**src/rtl/core/bxpd_pkg.sv**
```systemverilog
// ----------------------------------------------------------------------------
// bxpd_pkg: shared types and constants
// Result queue entry, configuration bundle, queue status and register indexes
// for the binarized XNOR-popcount dot product.
// ----------------------------------------------------------------------------
package bxpd_pkg;

  localparam int SumW   = 14;
  localparam int ActW   = 16;
  localparam int ScaleW = 16;
  localparam int ShiftW = 24;
  localparam int ResW   = 32;
  localparam int ProdW  = SumW + ScaleW;

  localparam int CfgIdxW = 8;

  // Configuration register indexes.
  localparam logic [CfgIdxW-1:0] CFG_SCALE_EN = 8'd0;
  localparam logic [CfgIdxW-1:0] CFG_RELU_EN  = 8'd1;

  // Depth of the queue between the front and the back.
  localparam int QDepth = 4;
  localparam int QPtrW  = $clog2(QDepth);
  localparam int QCntW  = $clog2(QDepth + 1);

  typedef struct packed {
    logic signed [SumW-1:0]   raw_sum;
    logic signed [ScaleW-1:0] scale;
    logic signed [ShiftW-1:0] shift;
  } bxpd_entry_t;

  typedef struct packed {
    logic scale_en;
    logic relu_en;
  } bxpd_cfg_t;

  typedef struct packed {
    logic full;
    logic empty;
  } bxpd_qstat_t;

endpackage

```
**src/rtl/core/bxpd_front.sv**
```systemverilog
// ----------------------------------------------------------------------------
// bxpd_front: binarize and accumulate
// Takes one element per cycle unless the queue is full, keeps the saturating
// +1/-1 agreement count and pushes it, with scale and shift, on the last item.
// ----------------------------------------------------------------------------
module bxpd_front #(
  parameter int MAX_DOT_LENGTH = 4096
) (
  input  logic                               clk_i,
  input  logic                               rst_ni,
  input  logic                               in_valid_i,
  output logic                               in_stall_o,
  input  logic signed [bxpd_pkg::ActW-1:0]   activation_i,
  input  logic signed [bxpd_pkg::ActW-1:0]   threshold_i,
  input  logic                               weight_bit_i,
  input  logic signed [bxpd_pkg::ScaleW-1:0] scale_i,
  input  logic signed [bxpd_pkg::ShiftW-1:0] shift_i,
  input  logic                               last_i,
  input  bxpd_pkg::bxpd_qstat_t              qstat_i,
  output logic                               push_o,
  output bxpd_pkg::bxpd_entry_t              entry_o
);
  import bxpd_pkg::*;

  localparam int SumBound = (MAX_DOT_LENGTH < 8191) ? MAX_DOT_LENGTH : 8191;
  localparam logic signed [SumW:0] BoundPos = (SumW + 1)'(SumBound);
  localparam logic signed [SumW:0] BoundNeg = -BoundPos;

  logic signed [SumW-1:0] running_q, running_d;
  logic signed [SumW:0]   step_sum;
  logic signed [SumW-1:0] sat_sum;
  logic                   act_bit;
  logic                   accept;

  assign in_stall_o = qstat_i.full;
  assign accept     = in_valid_i & ~qstat_i.full;
  assign act_bit    = (activation_i >= threshold_i);

  always_comb begin
    step_sum = (SumW + 1)'(running_q) +
               ((act_bit == weight_bit_i) ? (SumW + 1)'(1) : -(SumW + 1)'(1));
    if (step_sum > BoundPos) begin
      sat_sum = BoundPos[SumW-1:0];
    end else if (step_sum < BoundNeg) begin
      sat_sum = BoundNeg[SumW-1:0];
    end else begin
      sat_sum = step_sum[SumW-1:0];
    end
  end

  always_comb begin
    running_d = running_q;
    if (accept) begin
      running_d = last_i ? '0 : sat_sum;
    end
  end

  always_ff @(posedge clk_i or negedge rst_ni) begin
    if (!rst_ni) begin
      running_q <= '0;
    end else begin
      running_q <= running_d;
    end
  end

  assign push_o          = accept & last_i;
  assign entry_o.raw_sum = sat_sum;
  assign entry_o.scale   = scale_i;
  assign entry_o.shift   = shift_i;

  // The count restarts from zero after every finished dot product.
  assert property (@(posedge clk_i) disable iff (!rst_ni)
    (accept && last_i) |=> (running_q == '0))
    else $error("running sum not cleared after last item");

endmodule

```
**src/rtl/core/bxpd_queue.sv**
```systemverilog
// ----------------------------------------------------------------------------
// bxpd_queue: result queue
// Small register queue of finished counts between the front and the back.
// ----------------------------------------------------------------------------
module bxpd_queue (
  input  logic                  clk_i,
  input  logic                  rst_ni,
  input  logic                  push_i,
  input  bxpd_pkg::bxpd_entry_t entry_i,
  input  logic                  pop_i,
  output bxpd_pkg::bxpd_entry_t entry_o,
  output bxpd_pkg::bxpd_qstat_t qstat_o
);
  import bxpd_pkg::*;

  bxpd_entry_t           mem_q [QDepth];
  logic [QPtrW-1:0]      wr_ptr_q, wr_ptr_d;
  logic [QPtrW-1:0]      rd_ptr_q, rd_ptr_d;
  logic [QCntW-1:0]      count_q, count_d;

  assign qstat_o.full  = (count_q == QCntW'(QDepth));
  assign qstat_o.empty = (count_q == '0);
  assign entry_o       = mem_q[rd_ptr_q];

  always_comb begin
    wr_ptr_d = wr_ptr_q;
    rd_ptr_d = rd_ptr_q;
    count_d  = count_q;
    if (push_i) begin
      wr_ptr_d = (wr_ptr_q == QPtrW'(QDepth - 1)) ? '0 : wr_ptr_q + 1'b1;
    end
    if (pop_i) begin
      rd_ptr_d = (rd_ptr_q == QPtrW'(QDepth - 1)) ? '0 : rd_ptr_q + 1'b1;
    end
    if (push_i && !pop_i) begin
      count_d = count_q + 1'b1;
    end else if (pop_i && !push_i) begin
      count_d = count_q - 1'b1;
    end
  end

  always_ff @(posedge clk_i or negedge rst_ni) begin
    if (!rst_ni) begin
      wr_ptr_q <= '0;
      rd_ptr_q <= '0;
      count_q  <= '0;
    end else begin
      wr_ptr_q <= wr_ptr_d;
      rd_ptr_q <= rd_ptr_d;
      count_q  <= count_d;
    end
  end

  always_ff @(posedge clk_i) begin
    if (push_i) begin
      mem_q[wr_ptr_q] <= entry_i;
    end
  end

  assert property (@(posedge clk_i) disable iff (!rst_ni)
    push_i |-> !qstat_o.full)
    else $error("push into a full queue");

  assert property (@(posedge clk_i) disable iff (!rst_ni)
    pop_i |-> !qstat_o.empty)
    else $error("pop from an empty queue");

  assert property (@(posedge clk_i) disable iff (!rst_ni)
    count_q <= QCntW'(QDepth))
    else $error("queue count beyond depth");

endmodule

```
**src/rtl/core/bxpd_back.sv**
```systemverilog
// ----------------------------------------------------------------------------
// bxpd_back: scale, shift and clamp
// Two-stage pipeline: multiply by the channel scale, then add the shift and
// saturate (or count << 8 unscaled), ReLU if enabled, into output register.
// ----------------------------------------------------------------------------
module bxpd_back (
  input  logic                             clk_i,
  input  logic                             rst_ni,
  input  bxpd_pkg::bxpd_cfg_t              cfg_i,
  input  bxpd_pkg::bxpd_qstat_t            qstat_i,
  input  bxpd_pkg::bxpd_entry_t            entry_i,
  output logic                             pop_o,
  output logic                             out_valid_o,
  input  logic                             out_stall_i,
  output logic signed [bxpd_pkg::SumW-1:0] raw_sum_o,
  output logic signed [bxpd_pkg::ResW-1:0] result_o
);
  import bxpd_pkg::*;

  localparam logic signed [ResW:0] ResMax = (ResW + 1)'({1'b0, {(ResW - 1){1'b1}}});
  localparam logic signed [ResW:0] ResMin = -ResMax - (ResW + 1)'(1);

  // Multiply stage.
  logic                     a_vld_q;
  logic signed [SumW-1:0]   a_raw_q;
  logic signed [ProdW-1:0]  a_prod_q;
  logic signed [ShiftW-1:0] a_shift_q;
  logic signed [ProdW-1:0]  prod;

  // Output stage.
  logic                     o_vld_q;
  logic signed [SumW-1:0]   o_raw_q;
  logic signed [ResW-1:0]   o_res_q;
  logic signed [ResW:0]     wide_sum;
  logic signed [ResW-1:0]   res_d;

  logic o_en, a_en;

  assign o_en  = !o_vld_q || !out_stall_i;
  assign a_en  = !a_vld_q || o_en;
  assign pop_o = a_en && !qstat_i.empty;

  assign prod = ProdW'(entry_i.raw_sum) * ProdW'(entry_i.scale);

  always_comb begin
    wide_sum = (ResW + 1)'(a_prod_q) + (ResW + 1)'(a_shift_q);
    if (cfg_i.scale_en) begin
      if (wide_sum > ResMax) begin
        res_d = ResMax[ResW-1:0];
      end else if (wide_sum < ResMin) begin
        res_d = ResMin[ResW-1:0];
      end else begin
        res_d = wide_sum[ResW-1:0];
      end
    end else begin
      res_d = {{(ResW - SumW - 8){a_raw_q[SumW-1]}}, a_raw_q, 8'b0};
    end
    if (cfg_i.relu_en && res_d[ResW-1]) begin
      res_d = '0;
    end
  end

  always_ff @(posedge clk_i or negedge rst_ni) begin
    if (!rst_ni) begin
      a_vld_q <= 1'b0;
      o_vld_q <= 1'b0;
    end else begin
      if (a_en) begin
        a_vld_q <= !qstat_i.empty;
      end
      if (o_en) begin
        o_vld_q <= a_vld_q;
      end
    end
  end

  always_ff @(posedge clk_i) begin
    if (pop_o) begin
      a_raw_q   <= entry_i.raw_sum;
      a_prod_q  <= prod;
      a_shift_q <= entry_i.shift;
    end
    if (o_en && a_vld_q) begin
      o_raw_q <= a_raw_q;
      o_res_q <= res_d;
    end
  end

  assign out_valid_o = o_vld_q;
  assign raw_sum_o   = o_raw_q;
  assign result_o    = o_res_q;

  // A held multiply stage must not be overwritten while the output is stalled.
  assert property (@(posedge clk_i) disable iff (!rst_ni)
    (a_vld_q && o_vld_q && out_stall_i) |-> !pop_o)
    else $error("multiply stage overwritten under stall");

endmodule

```
**src/rtl/core/binarized_xnor_popcount_dot_top.sv**
```systemverilog
// ----------------------------------------------------------------------------
// binarized_xnor_popcount_dot_top: binarized XNOR-popcount dot product
// Streams patch elements, adds +1 per weight match and -1 per mismatch, and
// emits the raw count and a result, optionally scaled/shifted and rectified.
// ----------------------------------------------------------------------------
//
//   Channel  Direction  Handshake                 Payload
//   -------  ---------  ------------------------  ---------------------------
//   in       sink       in_valid_i / in_stall_o   activation, threshold,
//                                                 weight_bit, scale, shift, last
//   out      source     out_valid_o / out_stall_i raw_sum, result
//   cfg      sink       cfg_valid_i / cfg_ready_o cfg_index_i, cfg_data_i
//
// One element is accepted every cycle while the result queue is not full; the
// agreement count is a single saturating add in the front, so the accumulate
// loop sets the rate. After its last item is accepted, a result passes through
// the queue entry and the multiply stage into the output register.
// Reset clears the count, the queue, the pipeline valids and both
// configuration bits; there is no clearing pass.
// The input stalls only while the four-entry result queue is full, so the
// output side can stall for several results without holding up elements.
//
module binarized_xnor_popcount_dot_top #(
  parameter int MAX_DOT_LENGTH = 4096
) (
  input  logic                                clk_i,
  input  logic                                rst_ni,
  // Element stream.
  input  logic                                in_valid_i,
  output logic                                in_stall_o,
  input  logic signed [bxpd_pkg::ActW-1:0]    activation_i,
  input  logic signed [bxpd_pkg::ActW-1:0]    threshold_i,
  input  logic                                weight_bit_i,
  input  logic signed [bxpd_pkg::ScaleW-1:0]  scale_i,
  input  logic signed [bxpd_pkg::ShiftW-1:0]  shift_i,
  input  logic                                last_i,
  // Result stream.
  output logic                                out_valid_o,
  input  logic                                out_stall_i,
  output logic signed [bxpd_pkg::SumW-1:0]    raw_sum_o,
  output logic signed [bxpd_pkg::ResW-1:0]    result_o,
  // Configuration writes.
  input  logic                                cfg_valid_i,
  output logic                                cfg_ready_o,
  input  logic [bxpd_pkg::CfgIdxW-1:0]        cfg_index_i,
  input  logic                                cfg_data_i
);
  import bxpd_pkg::*;

  bxpd_cfg_t   cfg_q, cfg_d;
  bxpd_qstat_t qstat;
  bxpd_entry_t push_entry, head_entry;
  logic        push, pop;

  // Configuration is a pair of single-bit registers; writes to any other
  // index are accepted and dropped.
  assign cfg_ready_o = 1'b1;

  always_comb begin
    cfg_d = cfg_q;
    if (cfg_valid_i && cfg_ready_o) begin
      case (cfg_index_i)
        CFG_SCALE_EN: cfg_d.scale_en = cfg_data_i;
        CFG_RELU_EN:  cfg_d.relu_en  = cfg_data_i;
        default:      cfg_d          = cfg_q;
      endcase
    end
  end

  always_ff @(posedge clk_i or negedge rst_ni) begin
    if (!rst_ni) begin
      cfg_q <= '0;
    end else begin
      cfg_q <= cfg_d;
    end
  end

  // Front: binarize each element and keep the running agreement count.
  bxpd_front #(
    .MAX_DOT_LENGTH (MAX_DOT_LENGTH)
  ) u_front (
    .clk_i        (clk_i),
    .rst_ni       (rst_ni),
    .in_valid_i   (in_valid_i),
    .in_stall_o   (in_stall_o),
    .activation_i (activation_i),
    .threshold_i  (threshold_i),
    .weight_bit_i (weight_bit_i),
    .scale_i      (scale_i),
    .shift_i      (shift_i),
    .last_i       (last_i),
    .qstat_i      (qstat),
    .push_o       (push),
    .entry_o      (push_entry)
  );

  // Queue of finished counts, each with the scale and shift of its channel.
  bxpd_queue u_queue (
    .clk_i   (clk_i),
    .rst_ni  (rst_ni),
    .push_i  (push),
    .entry_i (push_entry),
    .pop_i   (pop),
    .entry_o (head_entry),
    .qstat_o (qstat)
  );

  // Back: optionally scale, shift and saturate, optionally rectify, then present the result.
  bxpd_back u_back (
    .clk_i       (clk_i),
    .rst_ni      (rst_ni),
    .cfg_i       (cfg_q),
    .qstat_i     (qstat),
    .entry_i     (head_entry),
    .pop_o       (pop),
    .out_valid_o (out_valid_o),
    .out_stall_i (out_stall_i),
    .raw_sum_o   (raw_sum_o),
    .result_o    (result_o)
  );

endmodule
```
**config.mk**
```make
export PLATFORM = sky130hd
export DESIGN_NAME = binarized_xnor_popcount_dot_top
export DESIGN_NICKNAME = d
export VERILOG_FILES = /design/src/rtl/core/bxpd_pkg.sv /design/src/rtl/core/bxpd_front.sv /design/src/rtl/core/bxpd_queue.sv /design/src/rtl/core/bxpd_back.sv /design/src/rtl/core/binarized_xnor_popcount_dot_top.sv
export SDC_FILE = /design/constraint.sdc
export NUM_CORES = 1
export LEC_CHECK = 0
export ABC_CLOCK_PERIOD_IN_PS = 21800
export BUFFER_PORTS_ARGS = -buffer_cell sky130_fd_sc_hd__buf_2
export CORE_AREA = 3 3 236 238
export CTS_CLUSTER_SIZE = 10
export DETAILED_ROUTE_END_ITERATION = 6
export DIE_AREA = 0 0 239 241
export PLACE_DENSITY_LB_ADDON = 0.12
export SLEW_MARGIN = 20
export SYNTH_ARGS = -nofsm -noshare
export SYNTH_HDL_FRONTEND = slang
export SYNTH_SLANG_ARGS = --single-unit
```
**constraint.sdc**
```tcl
create_clock -name clk_i -period 21.8 [get_ports clk_i]
set_input_delay 1.09 -clock clk_i [delete_from_list [all_inputs] [get_ports clk_i]]
set_output_delay 1.09 -clock clk_i [all_outputs]
set_load 0.05 [all_outputs]
```
== Word level (Yosys, flattened, before mapping) ==
Memories as Yosys holds them, arrays and structs flattened.
Cells that the tools add are included.

* Bits in registers: 139
* Bits in writable memories: 216
* Input port bits: 88
* Output and inout port bits: 49
* Word-level logic and storage cells: 68
* Memories: 1

{| class="wikitable"
|+ Memory list
! name !! words !! width !! rd ports !! clocked after memory_dff !! wr ports !! RTL line !! text
|-
| u_queue.mem_q || 4 || 54 || 1 || 0 || 1 || bxpd_queue.sv:16 || <nowiki>bxpd_entry_t mem_q [QDepth];</nowiki>
|}

* Add/subtract/negate cells: 6
* Multiply operators: 1
* $lt $le $gt $ge: 5
* Eq/ne operators: 5
* Multiplexer cells: 13
* Bitwise logic cells: 4
* Reductions and logical operators: 19

{| class="wikitable"
|+ Operator list
! kind !! number
|-
| 32-bit two-way mux || 3
|-
| 14-bit two-way mux || 3
|-
| 33-bit by 32-bit > comparator with 1-bit output, second input constant || 1
|-
| 33-bit by 32-bit less-than comparator with 1-bit output, second input constant || 1
|-
| 30-bit by 24-bit adder with 31-bit output || 1
|-
| 14-bit by 16-bit multiplier with 30-bit output || 1
|-
| 16-bit >= comparator || 1
|-
| 14-bit by 15-bit adder with 15-bit output || 1
|-
| 15-bit by 14-bit > comparator with 1-bit output, second input constant || 1
|-
| 15-bit by 13-bit less-than comparator with 1-bit output, second input constant || 1
|-
| 15-bit two-way mux || 1
|-
| 8-bit by 1-bit equality test with 1-bit output, second input constant || 1
|-
| 8-bit zero test || 1
|-
| 1-bit zero test || 6
|-
| 3-bit two-way mux || 2
|-
| 1-bit logical AND || 5
|-
| 2-bit by 1-bit adder with 2-bit output, second input constant || 2
|-
| 2-bit equality test, second input constant || 2
|-
| 2-bit two-way mux || 2
|-
| 2-bit AND reduction || 2
|-
| 3-bit by 1-bit adder with 3-bit output, second input constant || 1
|-
| 3-bit equality test, second input constant || 1
|-
| 3-bit zero test || 1
|-
| 3-bit by 1-bit subtractor with 3-bit output, second input constant || 1
|-
| 7 further kinds || 11
|}

== Logic depth before layout (Yosys ltp) ==
* Depth after elaboration: 8
* Gate-level depth with buffers: 29

== Modules after synthesis ==
A second synthesis with hierarchy kept.

* Cells, all modules: 1958
* Area total of the unflattened synthesis: 24353.4 sq um

{| class="wikitable"
|+ Modules (own cells, without submodules)
! module !! instances !! cells each !! area each (sq um) !! sequential area each (sq um)
|-
| bxpd_back || 1 || 1365 || 13919.6 || 3443.3
|-
| bxpd_queue || 1 || 319 || 8207.9 || 6661.4
|-
| bxpd_front || 1 || 263 || 2110.8 || 350.3
|-
| binarized_xnor_popcount_dot_top || 1 || 11 || 115.1 || 50.0
|}

== Worst setup path after synthesis ==
No wires, ideal clock.

* Path type: register to register
* Start point: reg u_queue.rd_ptr_q[0]
* End point: reg u_back.a_prod_q[29] (data pin)
* Setup time: 0.260 ns
* Data arrival time: 7.176 ns
* Slack: 14.364 ns
* Stages on the path, launching flop included: 28
* Clock period less this slack: 7.436 ns
* Cell sequence: dfrtp_1 buf_2 buf_2 buf_2 buf_2 mux2i_1 nand2_1 o21ai_1 nor2_1 fa_1 inv_1 fa_1 inv_1 fa_1 fa_1 fa_1 inv_1 fa_1 inv_1 ha_1 a21o_1 a21o_1 a2111oi_2 a21oi_1 a2111o_1 a31o_2 a21oi_2 xnor2_1

* Cells in the longest elaborated chain, start to end: 2

{| class="wikitable"
|+ Ends and longest elaborated chain
! element !! RTL line !! text
|-
| from (decl) || bxpd_queue.sv:18 || <nowiki>logic [QPtrW-1:0] rd_ptr_q, rd_ptr_d;</nowiki>
|-
| from (signal assigned) || bxpd_queue.sv:49 || <nowiki>rd_ptr_q <= rd_ptr_d;</nowiki>
|-
| memory 4 x 54 bit || n/a ||
|-
| 14-bit by 16-bit multiplier with 30-bit output || bxpd_back.sv:43 || <nowiki>assign prod = ProdW'(entry_i.raw_sum) * ProdW'(entry_i.scale);</nowiki>
|-
| named net u_back.prod[29] || bxpd_back.sv:28 || <nowiki>logic signed [ProdW-1:0] prod;</nowiki>
|-
| to (signal assigned) || bxpd_back.sv:80 || <nowiki>a_prod_q <= prod;</nowiki>
|-
| to (decl) || bxpd_back.sv:26 || <nowiki>logic signed [ProdW-1:0] a_prod_q;</nowiki>
|}

The timed path passes the listed nets, and every way through them passes these cells.
A chain may end at the register's enable or synchronous reset.

== Worst setup path after layout ==
Ends and elaborated chain as after synthesis.

==> flow_metrics.py <==
metrics = {
    "run_status": {
        "status": "finished clean",
    },
    "sta": {
        "final.setup.tns_ns": 0,
        "final_hold_viol_count": 0,
        "max_freq_mhz": 120.6,
        "worst_slew_pin_slew_ns": 1.053,
        "rsz0062_at_grt": "false",
        "drv_slew": 0,
        "fin_skew_ns": 0.02641,
        "slew_headroom_pct": 29.34,
        "post-route-period-util_pct": 38.04,
        "setup_viol": 0,
        "fin_hold_ws_ns": 0.4509,
        "min_period_ns": 8.292,
    },
    "synthesis": {
        "synth.avg_cell_area_um2": 11.95,
        "synth_top_area_cell": "edfxtp_1",
        "netlist_area_um2": 24090,
        "synthCells": 2016,
        "synth-edff-count": 330,
        "synth_fp_nets": 2462,
        "synth_cell_types": 75,
        "ys_warn_count": 0,
        "ys_seq_elements": 355,
        "synth_top_area_share_pct": 41.14,
        "synth_seq_area_share_pct": 43.74,
        "synth-async-reset-ratio_pct": 7.042,
        "synth_area_leaders": "edfxtp_1 41%, fa_1 18%, ha_1 7.1%",
        "ys.flop_type": "edfxtp_1",
    },
    "setup_path": {
        "worstPathRequired_ns": 22.13,
        "cp-start-kind": "register",
        "r2r_start": "u_queue.rd_ptr_q[0]$_DFFE_PN0P_",
        "critPathMaxFanout": 42,
        "critical-path-slowest-cell": "dfrtp_4",
        "rrSetupSlack_ns": 13.51,
        "worstSetupPathType": "reg -> reg",
        "arrival_ns": 8.62,
        "worst_r2r_path_depth": 26,
        "end_kind": "register",
        "critPathMaxStageDelay_ns": 0.82,
        "rr_endpoint": "u_back.a_prod_q[29]$_DFFE_PP_",
    },
    "floorplanning": {
        "io_pins": 137,
        "start_util_pct": 44.76,
        "core_um2": 53810,
        "die_h_um": 241,
        "die_area_um2": 57600,
        "fp-row-count": 85,
        "die_w_um": 239,
    },
    "global_routing": {
        "antenna_found_initial": 3,
        "grt_max_degree": 69,
        "overflow": 0,
        "grt_pass1_wl_um": 85950,
        "grt.total_usage_pct": 19.14,
        "grt_pass1_vias": 15720,
    },
    "clocking": {
        "clockBufferDepth": 3,
        "clock-root-buffer": "clkbuf_16",
        "cts_tree": "built",
        "clk_pin_slew_ns": 0.07,
        "h-tree-depth": 2,
        "cts_sinks": 355,
        "cts_hold_buf": 0,
        "cts_resized": 0,
        "cts_buffers": 44,
        "clk_latency_ns": 0.59,
        "cts_setup_buffers": 0,
    },
    "detailed_routing": {
        "firstDrtPassIters": 5,
        "finalWirelength_um": 53560,
        "antenna_left": 0,
        "drtIter0Drc": 849,
        "route.vias.total": 15050,
        "viasPerCell": 5.214,
        "wl_per_cell_um": 18.55,
        "drcViolationCount": 0,
    },
    "place": {
        "gp_congestion": 0.9164,
        "place_area_um2": 25610,
        "dp_hpwl_um": 40080,
        "port-buffer-count": 135,
    },
    "final_layout": {
        "multi_input_area_um2": 12120,
        "area_growth_pct": 11.70,
        "stdcell_area_um2": 26900,
        "nets": 2612,
        "nFillCells": 4809,
        "drive_above_1_share_pct": 13.65,
        "seq_area_um2": 10540,
    },
    "worst_hold_path": {
        "hp-start": "u_back.a_raw_q[10]$_DFFE_PP_",
        "holdPathStages": 0,
        "whs_endpoint": "u_back.raw_sum_o[10]$_DFFE_PP_",
        "hold_class": "reg -> reg",
    },
    "flow_run": {
        "maxCapViolations": 0,
    },
}
[sequential cells by signal, summed over array words and instances (netlist names), 3 cells and up]
| name | flops |
|---|---|
| u_back.a_prod_q | 30 |
| u_back.a_raw_q | 14 |
| u_back.a_shift_q | 24 |
| u_back.raw_sum_o | 14 |
| u_back.result_o | 32 |
| u_front.running_q | 14 |
| u_queue.count_q | 3 |
| u_queue.mem_q | 216 |
[final cells by class]
type | instances | area share (%)
multi-input combinational | 1280 | 45.04
sequential | 355 | 39.19
inverter | 325 | 4.534
clock buffer | 56 | 4.260
tap | 696 | 3.237
timing repair buffer | 160 | 3.209
clock inverter | 14 | 0.5255
antenna | 1 | 0.009301
[per-layer routing]
metal	vias to the layer above	share of wire, %	GRT usage (%)
met1	7417	44	25.94
met3	78	5.7	3.165
met4	2	2.5	5.369
met5	-	0.013	0
li1	7127	-	-
met2	430	47	32.15
[Yosys cell counts, types with 4 or more instances]
master,n
a211oi_1,16
o21ai_1,18
mux2i_1,31
a21o_1,34
o21a_1,23
xor2_1,20
or3_1,4
nor2b_1,25
o21ai_0,56
a31oi_1,10
o41ai_2,7
buf_1,8
edfxtp_1,330
nand4_1,5
a21oi_1,53
and2_1,4
nor3b_1,5
xnor2_1,48
o22ai_1,5
nor3_1,14
nand2_1,166
and4_1,5
mux4_2,31
mux2_2,28
clkbuf_1,34
ha_1,136
nor2_1,206
nand3_1,20
o21bai_1,7
dfrtp_1,25
inv_1,325
o211ai_1,5
fa_1,222
and3_1,13
nand2b_1,9
buf_2,10
[through the flow]
stage	instances	setup WS [ns]	utilization, %
after floorplan	2016	14.36	-
after global placement	2816	13.51	47.60
after detailed placement	2816	13.39	47.60
after CTS	2886	13.41	49.99
after global routing	2886	12.96	49.99
final	2887	13.51	49.99
[cells in the final DEF, fill, tap and decap left out, drive strengths merged, types with 7 or more instances in the layout]
| cell | instances |
|---|---|
| nor3 | 15 |
| a31oi | 10 |
| dfrtp | 25 |
| and3 | 14 |
| a21o | 34 |
| edfxtp | 330 |
| o21ai | 74 |
| o21a | 23 |
| mux2i | 31 |
| o21bai | 7 |
| xnor2 | 48 |
| mux4 | 31 |
| nor2 | 206 |
| ha | 136 |
| nand2b | 9 |
| clkbuf | 56 |
| o41ai | 7 |
| fa | 222 |
| nand2 | 166 |
| xor2 | 20 |
| inv | 326 |
| nand3 | 20 |
| buf | 160 |
| a21oi | 54 |
| mux2 | 28 |
| a211oi | 16 |
| clkinv | 11 |
| nor2b | 25 |
[critical path: cells and delay by family (launching register included)]
kind	cells	cell delay, ns
buffers and inverters	8	1.31
AOI/OAI and AO/OA	8	1.86
adders and majority gates	7	3.44
DFF	1	0.82
and+or+nand+nor	1	0.09
muxes	1	0.41
xor gates and xnor gates	1	0.07
[logic make-up (layout without fill, tap and decap cells)]
family,after synthesis,count (layout),synth area share [%]
simple gates,489,489,8.836
mux,90,90,5.496
other cells,1,2,0.01557
flops,355,355,43.74
xor+xnor,68,68,2.473
compound gates,274,274,7.839
fa+ha+maj,358,358,25.52
buf+inv,381,555,6.083
[worst max-delay path by stage]
stage	start	end	slack (ns)	cells past startpoint
after global placement	u_queue.rd_ptr_q[0]$_DFFE_PN0P_	u_back.a_prod_q[29]$_DFFE_PP_	13.51	24
after CTS	u_queue.rd_ptr_q[0]$_DFFE_PN0P_	u_back.a_prod_q[29]$_DFFE_PP_	13.41	26
after floorplan	u_queue.rd_ptr_q[0]$_DFFE_PN0P_	u_back.a_prod_q[29]$_DFFE_PP_	14.36	27
final	u_queue.rd_ptr_q[0]$_DFFE_PN0P_	u_back.a_prod_q[29]$_DFFE_PP_	13.51	26
after detailed placement	u_queue.rd_ptr_q[0]$_DFFE_PN0P_	u_back.a_prod_q[29]$_DFFE_PP_	13.39	26
after global routing	u_queue.rd_ptr_q[0]$_DFFE_PN0P_	u_back.a_prod_q[29]$_DFFE_PP_	12.96	23
Power is left out: the tool's default activity adds up to more than one toggle a clock period on the data nets, which glitch-free logic cannot reach.
